<file path="src/rtl/core/blu_pkg.sv">
package blu_pkg;

  localparam int DATA_W    = 32;
  localparam int BAND_W    = 5;
  localparam int ROW_W     = 6;
  localparam int DIV_W     = 48;
  localparam int DIV_CNT_W = 6;

  localparam logic [1:0] OP_WRITE  = 2'd0;
  localparam logic [1:0] OP_FACTOR = 2'd1;
  localparam logic [1:0] OP_READ   = 2'd2;
  localparam logic [1:0] OP_BAD    = 2'd3;

  localparam logic [1:0] ST_OK    = 2'd0;
  localparam logic [1:0] ST_PIVOT = 2'd1;
  localparam logic [1:0] ST_RANGE = 2'd2;
  localparam logic [1:0] ST_SAT   = 2'd3;

  localparam logic [1:0] CFG_ORDER = 2'd0;
  localparam logic [1:0] CFG_LOWER = 2'd1;
  localparam logic [1:0] CFG_UPPER = 2'd2;

  typedef enum logic [1:0] {
    K_WRITE,
    K_FACTOR,
    K_READ,
    K_BAD
  } kind_e;

  typedef struct packed {
    kind_e              kind;
    logic [3:0]         row;
    logic [5:0]         col;
    logic [DATA_W-1:0]  value;
  } cmd_t;

  typedef struct packed {
    logic [DATA_W-1:0] read_value;
    logic [1:0]        status;
  } res_t;

  // {saturated, value} from a sign and a magnitude
  function automatic logic [DATA_W:0] sat_mag(input logic neg, input logic [DIV_W-1:0] m);
    logic [DATA_W:0] r;
    if (!neg) begin
      if (m > DIV_W'(32'h7FFF_FFFF)) r = {1'b1, 32'h7FFF_FFFF};
      else r = {1'b0, m[DATA_W-1:0]};
    end else begin
      if (m > DIV_W'(32'h8000_0000)) r = {1'b1, 32'h8000_0000};
      else r = {1'b0, -m[DATA_W-1:0]};
    end
    return r;
  endfunction

endpackage

</file>
<file path="src/rtl/core/blu_front.sv">
module blu_front
  import blu_pkg::*;
#(
  parameter int IW = 7
) (
  input  logic [1:0]        operation_i,
  input  logic [3:0]        band_row_i,
  input  logic [5:0]        column_i,
  input  logic [DATA_W-1:0] value_i,
  input  logic [IW-1:0]     order_i,
  input  logic [BAND_W-1:0] kl_i,
  input  logic [BAND_W-1:0] ku_i,
  output cmd_t              cmd_o
);

  logic in_range;

  assign in_range = (32'(band_row_i) <= 32'(kl_i) + 32'(ku_i)) &&
                    (32'(column_i) < 32'(order_i));

  always_comb begin
    cmd_o.row   = band_row_i;
    cmd_o.col   = column_i;
    cmd_o.value = value_i;
    unique case (operation_i)
      OP_FACTOR: cmd_o.kind = K_FACTOR;
      OP_WRITE:  cmd_o.kind = in_range ? K_WRITE : K_BAD;
      OP_READ:   cmd_o.kind = in_range ? K_READ : K_BAD;
      default:   cmd_o.kind = K_BAD;
    endcase
  end

endmodule

</file>
<file path="config.mk">
export PLATFORM = sky130hd
export DESIGN_NAME = blu_front
export DESIGN_NICKNAME = d
export VERILOG_FILES = /design/src/rtl/core/blu_pkg.sv /design/src/rtl/core/blu_front.sv
export SDC_FILE = /design/constraint.sdc
export NUM_CORES = 1
export LEC_CHECK = 0
export BUFFER_PORTS_ARGS = -buffer_cell sky130_fd_sc_hd__buf_2
export CAP_MARGIN = 20
export CORE_UTILIZATION = 35
export DETAILED_ROUTE_END_ITERATION = 12
export GPL_TIMING_DRIVEN = 0
export PLACE_DENSITY = 0.89
export REMOVE_ABC_BUFFERS = 1
export SKIP_LAST_GASP = 1
export SLEW_MARGIN = 20
export SYNTH_ARGS = -nofsm -noshare
export SYNTH_HDL_FRONTEND = slang
export SYNTH_SLANG_ARGS = --single-unit
</file>
<file path="constraint.sdc">
create_clock -name vclk -period 4.6
set_input_delay 0.46 -clock vclk [all_inputs]
set_output_delay 0.46 -clock vclk [all_outputs]
set_load 0.05 [all_outputs]
</file>
==> reports/results.md, run 1 <==
| Result | Value |
|---|---|
| Antenna violations before repair | 0 |
| Wire length of the first global-routing pass | 2860 µm |
| RSZ-0062 raised after global routing | no |
| WP data arrival | 2370 ps |
| Category of the worst setup path capture point | output pin |
| Static Leak | 0.424 nW |
| Wire length reported by the detailed router | 2400 µm |
| Required time at the endpoint of the critical path | 4140 ps |
| Overall Global Routing Usage | 0.198 |
| Max-slew violation count | 0 |
| Rel. slew slack | 0.833 |
| Leading post-synthesis cells by cell area | sky130_fd_sc_hd__buf_4, sky130_fd_sc_hd__ha_1, sky130_fd_sc_hd__inv_1, sky130_fd_sc_hd__a21oi_2, sky130_fd_sc_hd__a21o_1 |
| Syn Std Cell Area | 747 µm² |
| Number of vias per cell after detailed routing | 4.67 |
| Count of synthesis-stage warnings from yosys | 0 |
| Reg area | 0 µm² |
| Max VDD drop | 0.0000601 V |
| Final RePlAce weighted congestion | 0.743 |
| Area of the core | 0.00198 mm² |
| CTS-repair resized insts | 0 |
| Average footprint of a synthesized cell | 7.55 µm² |
| Part of the total power dissipated in the clock network | 0 |
| Number of clock buffers in the layout | 0 |
| Internal power | 0.0366 mW |
| Sw Ratio | 0.614 |
| Largest area contributor in the netlist | sky130_fd_sc_hd__buf_4 |
| Total global routing overflow | 0 |
| Total number of vias | 584 |
| Area fraction of the dominant cell type after synthesis | 0.422 |
| Inserted Diodes | 0 |
| Min setup slack post-route | 1770 ps |
| Setup WS pre-CTS | 1760 ps |
| Critical Path Start Type | input pin |
| Measured slew at the worst slew-check pin | 252 ps |
| Number of detailed-route iterations in the first pass | 2 |
| Min Tclk post-route | 2830 ps |
| Routed length per instance | 19.2 µm |
| Final worst-path cycle share | 0.616 |
| Fraction of layout cells with a size suffix above 1 | 0.459 |
| Synth unique cells | 20 |
| Psw | 0.0581 mW |
| Remaining routing DRC violations | 0 |
| Combinational cell fraction of total power | 1.000 |
| Setup bufs post-CTS | 0 |
| Setup TNS after final layout | 0 ps |
| Sequential cells | 0 |
| CTS Hold Buffers Added | 0 |
| Total power per unit cell area | 141 mW/mm² |
| Residual antenna-violating net count after detailed routing | 0 |
| Maximum number of pins on one net before global-route repair | 4 |
| Die footprint | 0.00232 mm² |
| Hold violation count in the final report | 0 |
| Port bufs | 41 |
| Portion of total power attributed to sequential cells | 0 |
| Post-synthesis sequential area ratio | 0 |
| FP Rows | 16 |
| Die boundary width | 48.2 µm |
| Maxcap violations | 0 |
| Count of nets after finishing | 176 |
| Area grow syn2layout | -10.2% |
| Run status | finished, final reports clean |
| Fill cell count | 215 |
| Fmax | 353 MHz |
| Number of global-route vias before repair | 476 |
| Top Ports | 105 |
| Kind of critical path | in -> out |
| Peak fanout along the critical path | 2 |
| Sum of internal, switching and leakage power | 0.0947 mW |
| Class of the most critical hold timing path | in -> out |
| Syn Inst Count | 99 |
| Initial detailed-routing violation count | 1 |
| Vertical extent of the die | 48.2 µm |
| Setup violators final | 0 |
| Starting density of the core | 0.377 |
## layer usage
| metal | vias to the layer above | track usage | part of all wire |
|---|---|---|---|
| met5 | - | 0 | 0 |
| met4 | 0 | 0 | 0 |
| met3 | 0 | 0.270 | 0.34 |
| met2 | 68 | 0.344 | 0.44 |
| met1 | 236 | 0.130 | 0.22 |
| li1 | 280 | - | - |
## final cells by class
cell class,count,area [µm²],share of cell area
inverters,12,45.0,0.0672
repair buffers,41,205,0.306
well taps,27,33.8,0.0504
multi-input cells,45,387,0.576
## power by group through the flow
stage	Sequential [mW]	Clock [mW]	Combinational (mW)
finish	0	0	0.0947
global route	0	0	0.106
CTS	0	0	0.0959
detailed placement	0	0	0.0955
global placement	0	0	0.0937
floorplan	0	0	0.0505
## cells in the mapped netlist
cell type / number
sky130_fd_sc_hd__o211a_1: 1
sky130_fd_sc_hd__a21oi_1: 4
sky130_fd_sc_hd__o21ai_1: 2
sky130_fd_sc_hd__nand2b_1: 2
sky130_fd_sc_hd__nor2_1: 3
sky130_fd_sc_hd__o211ai_2: 1
sky130_fd_sc_hd__nand2_1: 3
sky130_fd_sc_hd__inv_1: 12
sky130_fd_sc_hd__a21o_1: 3
sky130_fd_sc_hd__a31oi_1: 2
sky130_fd_sc_hd__buf_4: 42
sky130_fd_sc_hd__xor2_1: 1
sky130_fd_sc_hd__xnor2_1: 1
sky130_fd_sc_hd__a21oi_2: 3
sky130_fd_sc_hd__ha_1: 14
sky130_fd_sc_hd__fa_1: 1
sky130_fd_sc_hd__nor2b_1: 1
sky130_fd_sc_hd__nand3_1: 1
sky130_fd_sc_hd__o211ai_1: 1
sky130_fd_sc_hd__nand4_1: 1
## through the flow
stage | cells | hold WS, ps | util | instance area, µm²
6_report | 125 | 920 | 0.338 | 671
5_1_grt | 125 | 920 | 0.338 | 671
4_1_cts | 125 | 921 | 0.338 | 671
3_5_place_dp | 125 | 921 | 0.338 | 671
3_3_place_gp | 125 | 921 | 0.338 | 671
2_1_floorplan | 57 | 920 | - | 432
## kinds of logic (layout without fill, tap and decap cells)
group	after synthesis	count (layout)	synth area share
and+or+nand+nor	11	11	0.0704
AOI/OAI and AO/OA	17	17	0.162
buffers and inverters	54	53	0.482
xor gates and xnor gates	2	2	0.0235
adders and majority gates	15	15	0.261
## path summary, 6_finish.rpt
check | depth (start not counted) | endpoint | start
worst max-delay path | 11 | cmd_o[43] | kl_i[0]
worst min-delay path | 0 | cmd_o[17] | value_i[17]
## cell usage in the layout (no fill, tap or decap), types with 2 or more instances in the layout
| master | count |
|---|---|
| sky130_fd_sc_hd__a21o_1 | 3 |
| sky130_fd_sc_hd__a21oi_1 | 4 |
| sky130_fd_sc_hd__a21oi_2 | 3 |
| sky130_fd_sc_hd__a31oi_1 | 2 |
| sky130_fd_sc_hd__buf_2 | 41 |
| sky130_fd_sc_hd__ha_1 | 14 |
| sky130_fd_sc_hd__inv_1 | 12 |
| sky130_fd_sc_hd__nand2_1 | 3 |
| sky130_fd_sc_hd__nand2b_1 | 2 |
| sky130_fd_sc_hd__nor2_1 | 3 |
| sky130_fd_sc_hd__o21ai_1 | 2 |
## critical path, cell delays in order
cell,delay (ps)
sky130_fd_sc_hd__buf_2,100
sky130_fd_sc_hd__ha_1,200
sky130_fd_sc_hd__inv_1,70
sky130_fd_sc_hd__fa_1,420
sky130_fd_sc_hd__ha_1,300
sky130_fd_sc_hd__nor2b_1,130
sky130_fd_sc_hd__o211ai_1,110
sky130_fd_sc_hd__a21oi_2,180
sky130_fd_sc_hd__o211ai_2,90
sky130_fd_sc_hd__nand2_1,70
sky130_fd_sc_hd__buf_2,250
(Power assumes the default switching activity.)
==> run 2, diff against run 1 <==
- CORE_UTILIZATION: 35 -> 32
- PLACE_DENSITY: 0.89 -> 0.82
- clock period: 4.6 -> 2.8 ns (I/O delays scaled with it)
==> run 2 against run 1 <==
Net effect:
- global-route usage is 1.7 points lower
- flip-flop and latch count stayed put
- non-clock buffer count did not move
- count of clock-buffer cells in the layout is the same
- hold slack worse by 360 ps
- largest cell class unchanged
- utilization is 3.5 points lower
- die area rose by 9.0%
- wire length fell by 1.9%
- via count down 2.1%
- worst setup slack worse by 1400 ps
- power increased by 65%
- final area grew 0.19%
==> reports/results.md, run 2 (synthesized netlist as in run 1, its figures left out) <==
| Result | Value |
|---|---|
| Kind of critical path | in -> out |
| RSZ-0062 raised after global routing | no |
| Max-slew violation count | 0 |
| Fraction of layout cells with a size suffix above 1 | 0.459 |
| Number of vias per cell after detailed routing | 4.54 |
| CTS-repair resized insts | 0 |
| FP Rows | 17 |
| Number of clock buffers in the layout | 0 |
| Antenna violations before repair | 0 |
| Fmax | 404 MHz |
| Internal power | 0.0605 mW |
| Die footprint | 0.00253 mm² |
| Final RePlAce weighted congestion | 0.748 |
| Combinational cell fraction of total power | 1.000 |
| Area of all placed cells without fillers | 672 µm² |
| Portion of total power attributed to sequential cells | 0 |
| CTS Hold Buffers Added | 0 |
| Leading cell types in the layout, fill and taps excluded | sky130_fd_sc_hd__buf_2, sky130_fd_sc_hd__ha_1, sky130_fd_sc_hd__inv_1 |
| Most common cell after layout, fill and taps aside | sky130_fd_sc_hd__buf_2 |
| Required time at the endpoint of the critical path | 2520 ps |
| Area of the core | 0.00221 mm² |
| Min setup slack post-route | 327 ps |
| Maximum number of pins on one net before global-route repair | 4 |
| WP data arrival | 2190 ps |
| Half-perimeter wire length of the detailed placement result | 2250 µm |
| Wire length reported by the detailed router | 2350 µm |
| Vertical extent of the die | 50.3 µm |
| Run status | finished, final reports clean |
| Number of detailed-route iterations in the first pass | 2 |
| Critical Path Start Type | input pin |
| Category of the worst setup path capture point | output pin |
| Hold violation count in the final report | 0 |
| Final worst-path cycle share | 0.883 |
| Residual antenna-violating net count after detailed routing | 0 |
| Total power per unit cell area | 233 mW/mm² |
| Post-Place Cells | 126 |
| Final cell count without fillers | 126 |
| Instance area at placement | 672 µm² |
| Max VDD drop | 0.000101 V |
| Most used routing layer | met2 |
| Reg area | 0 µm² |
| Routed length per instance | 18.7 µm |
| Met1 Usage GRT | 0.169 |
| Remaining routing DRC violations | 0 |
| Setup bufs post-CTS | 0 |
| Area grow syn2layout | -10.1% |
| Wire length of the first global-routing pass | 3160 µm |
| Sequential cells | 0 |
| Met2 Resource Use GR | 0.253 |
| Total number of vias | 572 |
| Starting density of the core | 0.338 |
| Met3 track demand over resource in global routing | 0.245 |
| Initial detailed-routing violation count | 6 |
| Psw | 0.0958 mW |
| Top Ports | 105 |
| Setup TNS after final layout | 0 ps |
| Port bufs | 41 |
| Measured slew at the worst slew-check pin | 255 ps |
| Setup WS pre-CTS | 338 ps |
| Static Leak | 0.424 nW |
| Maxcap violations | 0 |
| Class of the most critical hold timing path | in -> out |
| Total global routing overflow | 0 |
| Overall Global Routing Usage | 0.181 |
| Peak fanout along the critical path | 2 |
| Number of global-route vias before repair | 535 |
| Die boundary width | 50.3 µm |
| Inserted Diodes | 0 |
| Count of nets after finishing | 176 |
| Min Tclk post-route | 2470 ps |
| Setup violators final | 0 |
| Part of the total power dissipated in the clock network | 0 |
| Rel. slew slack | 0.831 |
| Sw Ratio | 0.613 |
[run 2: cell counts in the layout (fill, tap and decap cells not counted)]
No cell type changed its count.
[run 2: worst paths after layout]
kind	startpoint	end	cells after the start
worst min-delay path	value_i[5]	cmd_o[5]	0
worst max-delay path	kl_i[0]	cmd_o[42]	11
[run 2: cell type report]
cell class | instances | area, µm²
fillers | 252 | 1540
inverters | 12 | 45.0
multi-input cells | 45 | 387
well taps | 28 | 35.0
repair buffers | 41 | 205
[run 2: power by group through the flow]
stage	sequential (mW)	combinational (mW)	clock, mW
3_3_place_gp	0	0.155	0
2_1_floorplan	0	0.0829	0
4_1_cts	0	0.158	0
6_report	0	0.156	0
5_1_grt	0	0.173	0
3_5_place_dp	0	0.157	0
[run 2: stage by stage]
stage,power (mW),util,hold WS (ps)
2_1_floorplan,0.0829,-,560
3_3_place_gp,0.155,0.304,561
3_5_place_dp,0.157,0.304,561
4_1_cts,0.158,0.304,561
5_1_grt,0.173,0.304,560
6_report,0.156,0.304,560
[run 2: critical path, stage by stage]
cell and delay [ps]:
sky130_fd_sc_hd__buf_2 100, sky130_fd_sc_hd__ha_1 200, sky130_fd_sc_hd__inv_1 70, sky130_fd_sc_hd__fa_1 430, sky130_fd_sc_hd__ha_1 300, sky130_fd_sc_hd__nor2b_1 120
sky130_fd_sc_hd__o211ai_1 100, sky130_fd_sc_hd__a21oi_2 170, sky130_fd_sc_hd__o21ai_1 90, sky130_fd_sc_hd__nand2_1 60, sky130_fd_sc_hd__buf_2 260
[run 2: routing by layer]
metal / up-vias / wire [µm] / share of wire
li1: 281 / - / -
met1: 229 / 716 / 0.30
met2: 62 / 887 / 0.38
met3: 0 / 747 / 0.32
met4: 0 / 0 / 0
met5: - / 0 / 0
