File: config.mk
export PLATFORM = sky130hd
export DESIGN_NAME = blu_queue
export DESIGN_NICKNAME = d
export VERILOG_FILES = /design/src/rtl/core/blu_queue.sv
export SDC_FILE = /design/constraint.sdc
export NUM_CORES = 1
export LEC_CHECK = 0
export BUFFER_PORTS_ARGS = -buffer_cell sky130_fd_sc_hd__buf_2
export CAP_MARGIN = 30
export CORE_MARGIN = 4
export CORE_UTILIZATION = 44
export DETAILED_ROUTE_END_ITERATION = 8
export PLACE_DENSITY_LB_ADDON = 0.2
export SETUP_SLACK_MARGIN = 0.2
export SYNTH_ARGS = -nofsm -noshare
export SYNTH_HDL_FRONTEND = slang
export SYNTH_SLANG_ARGS = --single-unit
File: constraint.sdc
create_clock -name clk_i -period 1.49 [get_ports clk_i]
set_input_delay 0.149 -clock clk_i [delete_from_list [all_inputs] [get_ports clk_i]]
set_output_delay 0.149 -clock clk_i [all_outputs]
set_load 0.05 [all_outputs]
File: src/rtl/core/blu_queue.sv
module blu_queue #(
  parameter int WIDTH = 8,
  parameter int DEPTH = 2
) (
  input  logic             clk_i,
  input  logic             rst_ni,
  input  logic             push_i,
  output logic             full_o,
  input  logic [WIDTH-1:0] data_i,
  input  logic             pop_i,
  output logic             empty_o,
  output logic [WIDTH-1:0] data_o
);

  localparam int PW = (DEPTH > 1) ? $clog2(DEPTH) : 1;

  logic [WIDTH-1:0] slot_q [DEPTH];
  logic [PW-1:0]    wr_ptr_q, rd_ptr_q;
  logic [PW:0]      count_q;
  logic             do_push, do_pop;

  assign full_o  = (count_q == (PW+1)'(DEPTH));
  assign empty_o = (count_q == '0);
  assign data_o  = slot_q[rd_ptr_q];
  assign do_push = push_i && !full_o;
  assign do_pop  = pop_i && !empty_o;

  always_ff @(posedge clk_i) begin
    if (do_push) slot_q[wr_ptr_q] <= data_i;
  end

  always_ff @(posedge clk_i or negedge rst_ni) begin
    if (!rst_ni) begin
      wr_ptr_q <= '0;
      rd_ptr_q <= '0;
      count_q  <= '0;
    end else begin
      if (do_push) wr_ptr_q <= (wr_ptr_q == PW'(DEPTH-1)) ? '0 : wr_ptr_q + 1'b1;
      if (do_pop)  rd_ptr_q <= (rd_ptr_q == PW'(DEPTH-1)) ? '0 : rd_ptr_q + 1'b1;
      if (do_push && !do_pop) count_q <= count_q + 1'b1;
      else if (do_pop && !do_push) count_q <= count_q - 1'b1;
    end
  end

endmodule

==> results of run 1 <==
timing repair:
item	in CTS	in global routing
resized for setup	35	9
hold endpoints to repair	4	0
setup endpoints to repair	19	19
pin swaps	3	3
buffers inserted	5	2
hold buffers	1	0
worst max path at each step:
stage	endpoint	cells past startpoint	slack, ps	startpoint
CTS	data_o[3]	3	20	rd_ptr_q$_DFFE_PN0P_
detailed placement	slot_q[1][6]$_DFFE_PP_	2	100	count_q[0]$_DFFE_PN0P_
global route	data_o[2]	3	-30	rd_ptr_q$_DFFE_PN0P_
floorplan	count_q[1]$_DFFE_PN0P_	7	190	count_q[0]$_DFFE_PN0P_
finish	data_o[3]	3	30	rd_ptr_q$_DFFE_PN0P_
global placement	slot_q[1][6]$_DFFE_PP_	2	130	count_q[0]$_DFFE_PN0P_
flip-flops by register name, indices dropped and copies added (netlist names):
register	flops
slot_q	16
count_q	2
rd_ptr_q	1
wr_ptr_q	1
logic make-up (layout without fill, tap and decap cells):
family / count (synthesis) / after routing / synth area share
AO/OA/AOI/OAI: 1 / 1 / 0.00639
AND/OR/NAND/NOR: 6 / 6 / 0.0384
multiplexers: 8 / 8 / 0.115
adder cells (fa/ha/maj): 1 / 1 / 0.0160
flip-flops: 20 / 20 / 0.742
XOR/XNOR: 5 / 5 / 0.0656
buffers and inverters: 3 / 36 / 0.0160
where the power goes:
group          total, mW  internal (mW)  switching, mW
registers          0.897          0.787          0.110
logic               1.58          0.735          0.845
clock network      0.250          0.104          0.146
total               2.73           1.63           1.10
metrics by stage:
stage | setup slack (ps) | hold WS, ps | util | total power, mW
2_1_floorplan | 189 | -147 | - | 1.72
3_3_place_gp | 131 | -38.0 | 0.588 | 1.92
3_5_place_dp | 100 | -40.4 | 0.588 | 1.94
4_1_cts | 20.1 | 33.6 | 0.705 | 2.62
5_1_grt | -29.5 | 18.2 | 0.732 | 2.87
6_report | 25.3 | 39.9 | 0.732 | 2.73
cell type report:
type,instances,area [um2]
flip-flops and latches,20,583
repair buffers,30,264
clock buffers,4,26.3
well taps,24,30.0
multi-input cells,21,253
inverters,2,10.0
fillers,103,428
synth_stat cells:
library cell  count  share of area
edfxtp_1         16           0.61
mux2_1            6          0.086
dfrtp_1           4           0.13
nor2_1            3          0.014
inv_1             2         0.0096
mux2_2            2          0.029
xnor2_1           2          0.022
xor2_1            2          0.022
and3_1            1         0.0080
buf_2             1         0.0064
ha_1              1          0.016
nand2_2           1         0.0080
nand2b_1          1         0.0080
o21ai_1           1         0.0064
xnor2_2           1          0.021
metal layers:
| metal | global-route usage | vias to the layer above | share of wire |
|---|---|---|---|
| li1 | - | 223 | - |
| met1 | 0.159 | 227 | 0.40 |
| met2 | 0.191 | 16 | 0.54 |
| met3 | 0.0296 | 0 | 0.056 |
| met4 | 0.0553 | 0 | 0 |
| met5 | 0 | - | 0 |
critical path: stages, from the launching register on:
cell and delay, ps:
dfrtp_2 430, buf_6 140, mux2_4 310, buf_8 150
==> impl_metrics.csv, run 1 <==
group,metric,value,unit
run_status,outcome,"finished, final reports clean",
yosys,ys_ff_latch,20,
worst_setup_path,r2r-start,"count_q[0]$_DFFE_PN0P_",
global_route,antenna_found_initial,0,
die,die_w,50.2,um
hold_path,hold_start,"data_i[5]",
die,ios,22,
yosys,syn_nets,57,
sta,slew_headroom,0.847,
yosys,syn_avg_cell_area,17.8,um2
die,die_area,2520,um2
drt,routed_wl,1.50,mm
worst_setup_path,worstPathArrival,1320,ps
die,die_h,50.2,um
placement,numPortBuffers,21,
yosys,synth.distinct_cells,15,
sta,setup_viol,0,
sta,worst_pin_slew,230,ps
placement,place_congestion,0.625,
worst_setup_path,cp-start-kind,"flop",
yosys,syn-cell-area,782,um2
clocking,clkTransAtPathRegs,100,ps
worst_setup_path,worst_r2r_endpoint,"count_q[1]$_DFFE_PN0P_",
worst_setup_path,path_class,"flop to primary output",
clocking,cts_num_sinks,20,
hold_path,hold_end,"slot_q[0][5]$_DFFE_PP_",
hold_path,hold_depth,1,
global_route,track_usage,0.122,
drt,vias,466,
sta,slew_viol_final,0,
layout,final_common_cell,"edfxtp_1",
worst_setup_path,crit_fanout,5,
yosys,yosys_warnings,0,
worst_setup_path,cp.required,1340,ps
global_route,grt_pass1_wl,2.21,mm
drt,drc_errors,0,
sta,tns,0,ps
layout,drive_above_1_share,0.662,
placement,dp_cells,89,
clocking,worstSkewPairLatency,290,ps
drt,via_per_inst,4.61,
drt,drtIter0Drc,2,
yosys,synthCells,44,
global_route,first_global_vias,480,
sta,min_period_over_period,0.983,
power,cellPowerDensity,2340,nW/um2
clocking,cts_buffers,3,
power,p_leak,0.495,nW
die,row_count,14,
clocking,htree_levels,1,
drt,antenna_left,0,
worst_setup_path,reg2regPathDepth,7,
drt,wl_per_cell,14.8,um
clocking,cts_tree,"yes",
die,initial_utilization,0.491,
global_route,overflow,0,
flow_run,drv_cap,0,
layout,antenna_cells,0,
clocking,clockRootBuffer,"clkbuf_4",
sta,timing.fmax,683,MHz
layout,finalInstanceArea,1170,um2
layout,most-common-layout-cells,"edfxtp_1, buf_2, buf_6, mux2_4, buf_4",
worst_setup_path,ff2ff_setup_slack,110,ps
sta,rsz0062_at_grt,"yes",
sta,clock_skew,1.35,ps
sta,hold_viol,0,
drt,dr.pass1.iters,2,
hold_path,hp-class,"input port to flop",
layout,fin_nets,91,
sta,fin_crit,1460,ps
power,vdd_drop_max,1390,uV
yosys,ys_seq_area_frac,0.742,
die,core_area,1590,um2
placement,placed_area,937,um2
layout,area_growth,49.1,%
clocking,clockBufferDepth,2,
layout,final_cells,101,
worst_setup_path,end_kind,"primary output",
global_route,grt_start_max_net_pins,12,
Note: power is estimated with default switching activity, not from simulation.
==> run 2, diff against run 1 <==
--- a/config.mk
+++ b/config.mk
@@ -7,7 +7,7 @@
 export LEC_CHECK = 0
 export BUFFER_PORTS_ARGS = -buffer_cell sky130_fd_sc_hd__buf_2
 export CAP_MARGIN = 30
-export CORE_MARGIN = 4
+export CORE_MARGIN = 2
 export CORE_UTILIZATION = 44
 export DETAILED_ROUTE_END_ITERATION = 8
 export PLACE_DENSITY_LB_ADDON = 0.2
==> run 2 against run 1 <==
Effect of this change:
- global-route usage is 2.8 points higher
- highest routed layer unchanged
- sequential power rose by 1%
- sequential share of layout area decreased by 1.5 points
- register-to-register slack about the same
- utilization decreased by 1.8 points
- combinational power rose by 4%
==> impl_metrics.csv, run 2 (same netlist as run 1, synthesis figures left out) <==
group,metric,value,unit
run_status,outcome,"finished, final reports clean",
sta,clock_skew,3.27,ps
clocking,worstSkewPairLatency,290,ps
drt,drc_errors,0,
drt,wl_per_cell,15.0,um
drt,drtIter0Drc,16,
sta,slew_headroom,0.833,
flow_run,drv_cap,0,
placement,place_congestion,0.664,
placement,place_ws,101,ps
layout,antenna_cells,0,
layout,finalInstanceArea,1200,um2
clocking,clkTransAtPathRegs,110,ps
drt,vias,476,
die,die_w,46.2,um
layout,top_regs,"slot_q: 16 flops, count_q: 2 flops",
global_route,grt_start_max_net_pins,12,
power,internal_power,1.74,mW
sta,worst_pin_slew,250,ps
power,vdd_drop_max,1640,uV
power,p_comb_frac,0.574,
worst_setup_path,crit_fanout,4,
clocking,cts_buffers,3,
layout,nFillCells,118,
layout,drive_above_1_share,0.691,
die,initial_utilization,0.463,
drt,antenna_left,0,
worst_setup_path,path_class,"flop to primary output",
drt,via_per_inst,4.86,
power,pwr-share-seq,0.317,
sta,rsz0062_at_grt,"yes",
global_route,grt_pass1_wl,2.10,mm
sta,timing.fmax,674,MHz
layout,final_common_cell,"edfxtp_1",
layout,regArea,584,um2
sta,setup_viol,0,
sta,hold_ws,34.9,ps
layout,fin_util,0.713,
sta,fin_crit,1480,ps
clocking,cts_num_sinks,20,
sta,hold_viol,0,
clocking,clockBufferDepth,2,
power,power_switching,1.12,mW
power,power,2.86,mW
power,cellPowerDensity,2370,nW/um2
power,p_sw_frac,0.392,
die,row_count,15,
clocking,cts_tree,"yes",
drt,routed_wl,1.47,mm
placement,numPortBuffers,21,
worst_setup_path,cp-start-kind,"flop",
hold_path,hold_depth,1,
power,p_leak,0.523,nW
global_route,antenna_found_initial,0,
layout,most-common-layout-cells,"edfxtp_1, buf_2, buf_6, buf_4, mux2_4",
placement,dpl.hpwl,903,um
sta,slew_viol_final,0,
hold_path,hp-class,"input port to flop",
global_route,first_global_vias,454,
sta,setup_ws,5.38,ps
die,die_h,46.2,um
die,die_area,2130,um2
die,core_area,1690,um2
clocking,htree_levels,1,
layout,fin_nets,95,
layout,regMostFlops,"slot_q",
worst_setup_path,worstPathArrival,1340,ps
worst_setup_path,reg2regPathDepth,7,
global_route,overflow,0,
worst_setup_path,end_kind,"primary output",
die,ios,22,
layout,largest_register_ffs,16,
drt,dr.pass1.iters,3,
layout,area_growth,54.1,%
clocking,clockRootBuffer,"clkbuf_4",
power,clkPwrFrac,0.108,
worst_setup_path,cp.required,1340,ps
layout,multiInputGateArea,251,um2
sta,min_period_over_period,0.996,
placement,placed_area,943,um2
global_route,track_usage,0.150,
## run 2: power by group through the flow
| stage | Sequential (mW) | Clock (mW) | Combinational [mW] |
|---|---|---|---|
| 2_1_floorplan | 0.862 | 0 | 0.857 |
| 3_3_place_gp | 0.921 | 0 | 1.02 |
| 3_5_place_dp | 0.928 | 0 | 1.03 |
| 4_1_cts | 0.892 | 0.317 | 1.54 |
| 5_1_grt | 0.922 | 0.344 | 1.72 |
| 6_report | 0.907 | 0.309 | 1.64 |
## run 2: stage by stage
step / setup TNS, ps / cells
after floorplan: 0 / 44
after global placement: 0 / 84
after detailed placement: 0 / 84
after CTS: 0 / 95
after global routing: -252 / 98
final: 0 / 98
## run 2: layer usage
metal | wire length, um | vias up | track usage
li1 | - | 234 | -
met2 | 808 | 11 | 0.250
met5 | 0 | - | 0
met4 | 0 | 0 | 0.0686
met1 | 625 | 231 | 0.182
met3 | 39 | 0 | 0.0353
## run 2: final timing paths
kind                                        start                      to  slack [ps]
min reg2reg                count_q[1]$_DFFE_PN0P_  count_q[1]$_DFFE_PN0P_         550
max reg2reg                count_q[0]$_DFFE_PN0P_  count_q[1]$_DFFE_PN0P_         120
min in group asynchronous                  rst_ni  count_q[1]$_DFFE_PN0P_         180
min                                     data_i[2]  slot_q[0][2]$_DFFE_PP_          30
max                          rd_ptr_q$_DFFE_PN0P_               data_o[0]           5
max in group asynchronous                  rst_ni  count_q[0]$_DFFE_PN0P_        1170
## run 2: worst max-delay path, stage by stage (launching register included)
cell,delay [ps]
dfrtp_2,450
buf_6,140
mux2_4,300
buf_8,150
## run 2: cell type report
| type | count | share of cell area |
|---|---|---|
| tap | 17 | 0.0177 |
| timing repair buffer | 34 | 0.250 |
| sequential | 20 | 0.485 |
| multi-input combinational | 21 | 0.209 |
| clock buffer | 4 | 0.0301 |
| inverter | 2 | 0.00831 |
## run 2: repair_timing
item / CTS / global route
resized for setup: 37 / 8
setup buffers: 6 / 3
hold buffers: 1 / 0
hold endpoints to repair: 4 / 0
pin swaps: 2 / 4
gates cloned: 0 / 0
setup endpoints to repair: 17 / 25
==> run 3, diff against run 2 <==
--- a/config.mk
+++ b/config.mk
@@ -15,3 +15,4 @@
 export SYNTH_ARGS = -nofsm -noshare
 export SYNTH_HDL_FRONTEND = slang
 export SYNTH_SLANG_ARGS = --single-unit
+export TNS_END_PERCENT = 50
==> constraint.sdc (replaced) <==
create_clock -name clk_i -period 1.49 [get_ports clk_i]
set_input_delay 0.0745 -clock clk_i [delete_from_list [all_inputs] [get_ports clk_i]]
set_output_delay 0.0745 -clock clk_i [all_outputs]
set_load 0.05 [all_outputs]
==> run 3 against run 2 <==
Effect of this change:
- fmax rose by 6.1%
- sequential power down 2.6%
- via count grew 1.5%
- power is 2.0% lower
- die area unchanged
- design area up 2.6%
- sequential share of layout area down 1.3 points
- clock-buffer cell count fell by 1
==> impl_metrics.csv, run 3 (same netlist as run 1, synthesis figures left out) <==
group,metric,value,unit
worst_setup_path,crit_fanout,5,
sta,slew_headroom,0.835,
layout,most-common-layout-cells,"edfxtp_1, buf_2, buf_6, dlygate4sd3_1, buf_4",
drt,vias,483,
placement,numPortBuffers,21,
sta,hold_ws,87.9,ps
layout,multiInputGateArea,251,um2
clocking,clkTransAtPathRegs,110,ps
global_route,grt_start_max_net_pins,13,
worst_setup_path,cp-start-kind,"flop",
die,die_w,46.2,um
sta,min_period_over_period,0.939,
clocking,htree_levels,1,
sta,timing.fmax,715,MHz
global_route,antenna_found_initial,0,
global_route,first_global_vias,478,
run_status,outcome,"finished, final reports clean",
die,row_count,15,
sta,fin_crit,1400,ps
worst_setup_path,end_kind,"primary output",
clocking,clockBufferDepth,2,
sta,setup_viol,0,
die,core_area,1690,um2
die,initial_utilization,0.463,
layout,regArea,583,um2
clocking,worstSkewPairLatency,300,ps
drt,drtIter0Drc,0,
layout,fin_nets,100,
sta,setup_ws,91.3,ps
global_route,overflow,0,
drt,antenna_left,0,
layout,final_cells,103,
worst_setup_path,worstPathArrival,1320,ps
clocking,cts_buffers,3,
global_route,grt_pass1_wl,2.05,mm
layout,area_growth,58.1,%
sta,hold_viol,0,
placement,place_ws,66.5,ps
global_route,track_usage,0.148,
worst_setup_path,cp.required,1420,ps
die,die_h,46.2,um
sta,slew_viol_final,0,
power,vdd_drop_max,1470,uV
drt,via_per_inst,4.69,
layout,antenna_cells,0,
worst_setup_path,reg2regPathDepth,5,
die,die_area,2130,um2
layout,largest_register_ffs,16,
flow_run,drv_cap,0,
layout,nFillCells,123,
worst_setup_path,path_class,"flop to primary output",
layout,regMostFlops,"slot_q",
drt,wl_per_cell,13.2,um
layout,drive_above_1_share,0.605,
power,power,2.80,mW
sta,worst_pin_slew,249,ps
sta,clock_skew,12.2,ps
drt,drc_errors,0,
die,ios,22,
clocking,cts_tree,"yes",
power,p_leak,0.535,nW
sta,tns,0,ps
hold_path,hp-class,"input port to async pin",
clocking,cts_num_sinks,20,
layout,final_common_cell,"edfxtp_1",
drt,routed_wl,1.36,mm
sta,rsz0062_at_grt,"yes",
power,cellPowerDensity,2260,nW/um2
placement,dp_cells,84,
placement,place_congestion,0.675,
layout,top_regs,"slot_q: 16 flops, count_q: 2 flops",
placement,dpl.hpwl,825,um
clocking,clockRootBuffer,"clkbuf_4",
drt,dr.pass1.iters,1,
run 3: changes by cell type in the layout (fill, tap and decap cells not counted), sizes merged:
cell,change
dlygate4sd3,+8
clkbuf,-1
bufinv,+1
buf,-3
run 3: what timing repair did:
| item | in CTS | in global routing |
|---|---|---|
| endpoints found under the hold margin | 20 | 0 |
| gates resized for setup | 35 | 1 |
| hold buffers | 9 | 0 |
| endpoints found under the setup margin | 27 | 18 |
| pin swaps | 4 | 2 |
| buffers inserted | 6 | 0 |
run 3: metal layers:
metal	up-vias	wire, um	global-route usage
met5	-	0	0
met1	223	589	0.170
met2	17	702	0.256
li1	241	-	-
met4	0	19	0.0686
met3	2	53	0.0353
run 3: area by class of cell:
type                    instances  area share
well taps                      17      0.0172
multi-input cells              21       0.203
repair buffers                 39       0.259
flip-flops and latches         20       0.472
clock buffers                   3      0.0182
inverters                       2     0.00607
clock inverters                 1      0.0243
run 3: worst paths after layout:
kind | start | to | slack [ps]
hold reg to reg | wr_ptr_q$_DFFE_PN0N_ | wr_ptr_q$_DFFE_PN0N_ | 550
setup / recovery | rd_ptr_q$_DFFE_PN0P_ | data_o[3] | 90
hold / removal | rst_ni | wr_ptr_q$_DFFE_PN0N_ | 90
max in group asynchronous | rst_ni | count_q[1]$_DFFE_PN0P_ | 1270
min in group clk_i | pop_i | rd_ptr_q$_DFFE_PN0P_ | 130
setup reg to reg | count_q[1]$_DFFE_PN0P_ | slot_q[0][6]$_DFFE_PP_ | 170
run 3: critical path, stage by stage, from the launching register on:
cell and delay [ps]:
dfrtp_2 430, buf_6 140, mux2_4 300, buf_6 150
run 3: where the power goes:
part           internal (mW)  leakage (nW)  switching [mW]
combinational          0.676         0.313           0.809
sequential             0.787         0.193          0.0963
clock                  0.272        0.0279           0.160
run 3: metrics by stage:
stage,util,cell area [um2]
floorplan,-,785
global placement,0.550,928
detailed placement,0.550,928
CTS,0.729,1230
global route,0.732,1240
finish,0.732,1240
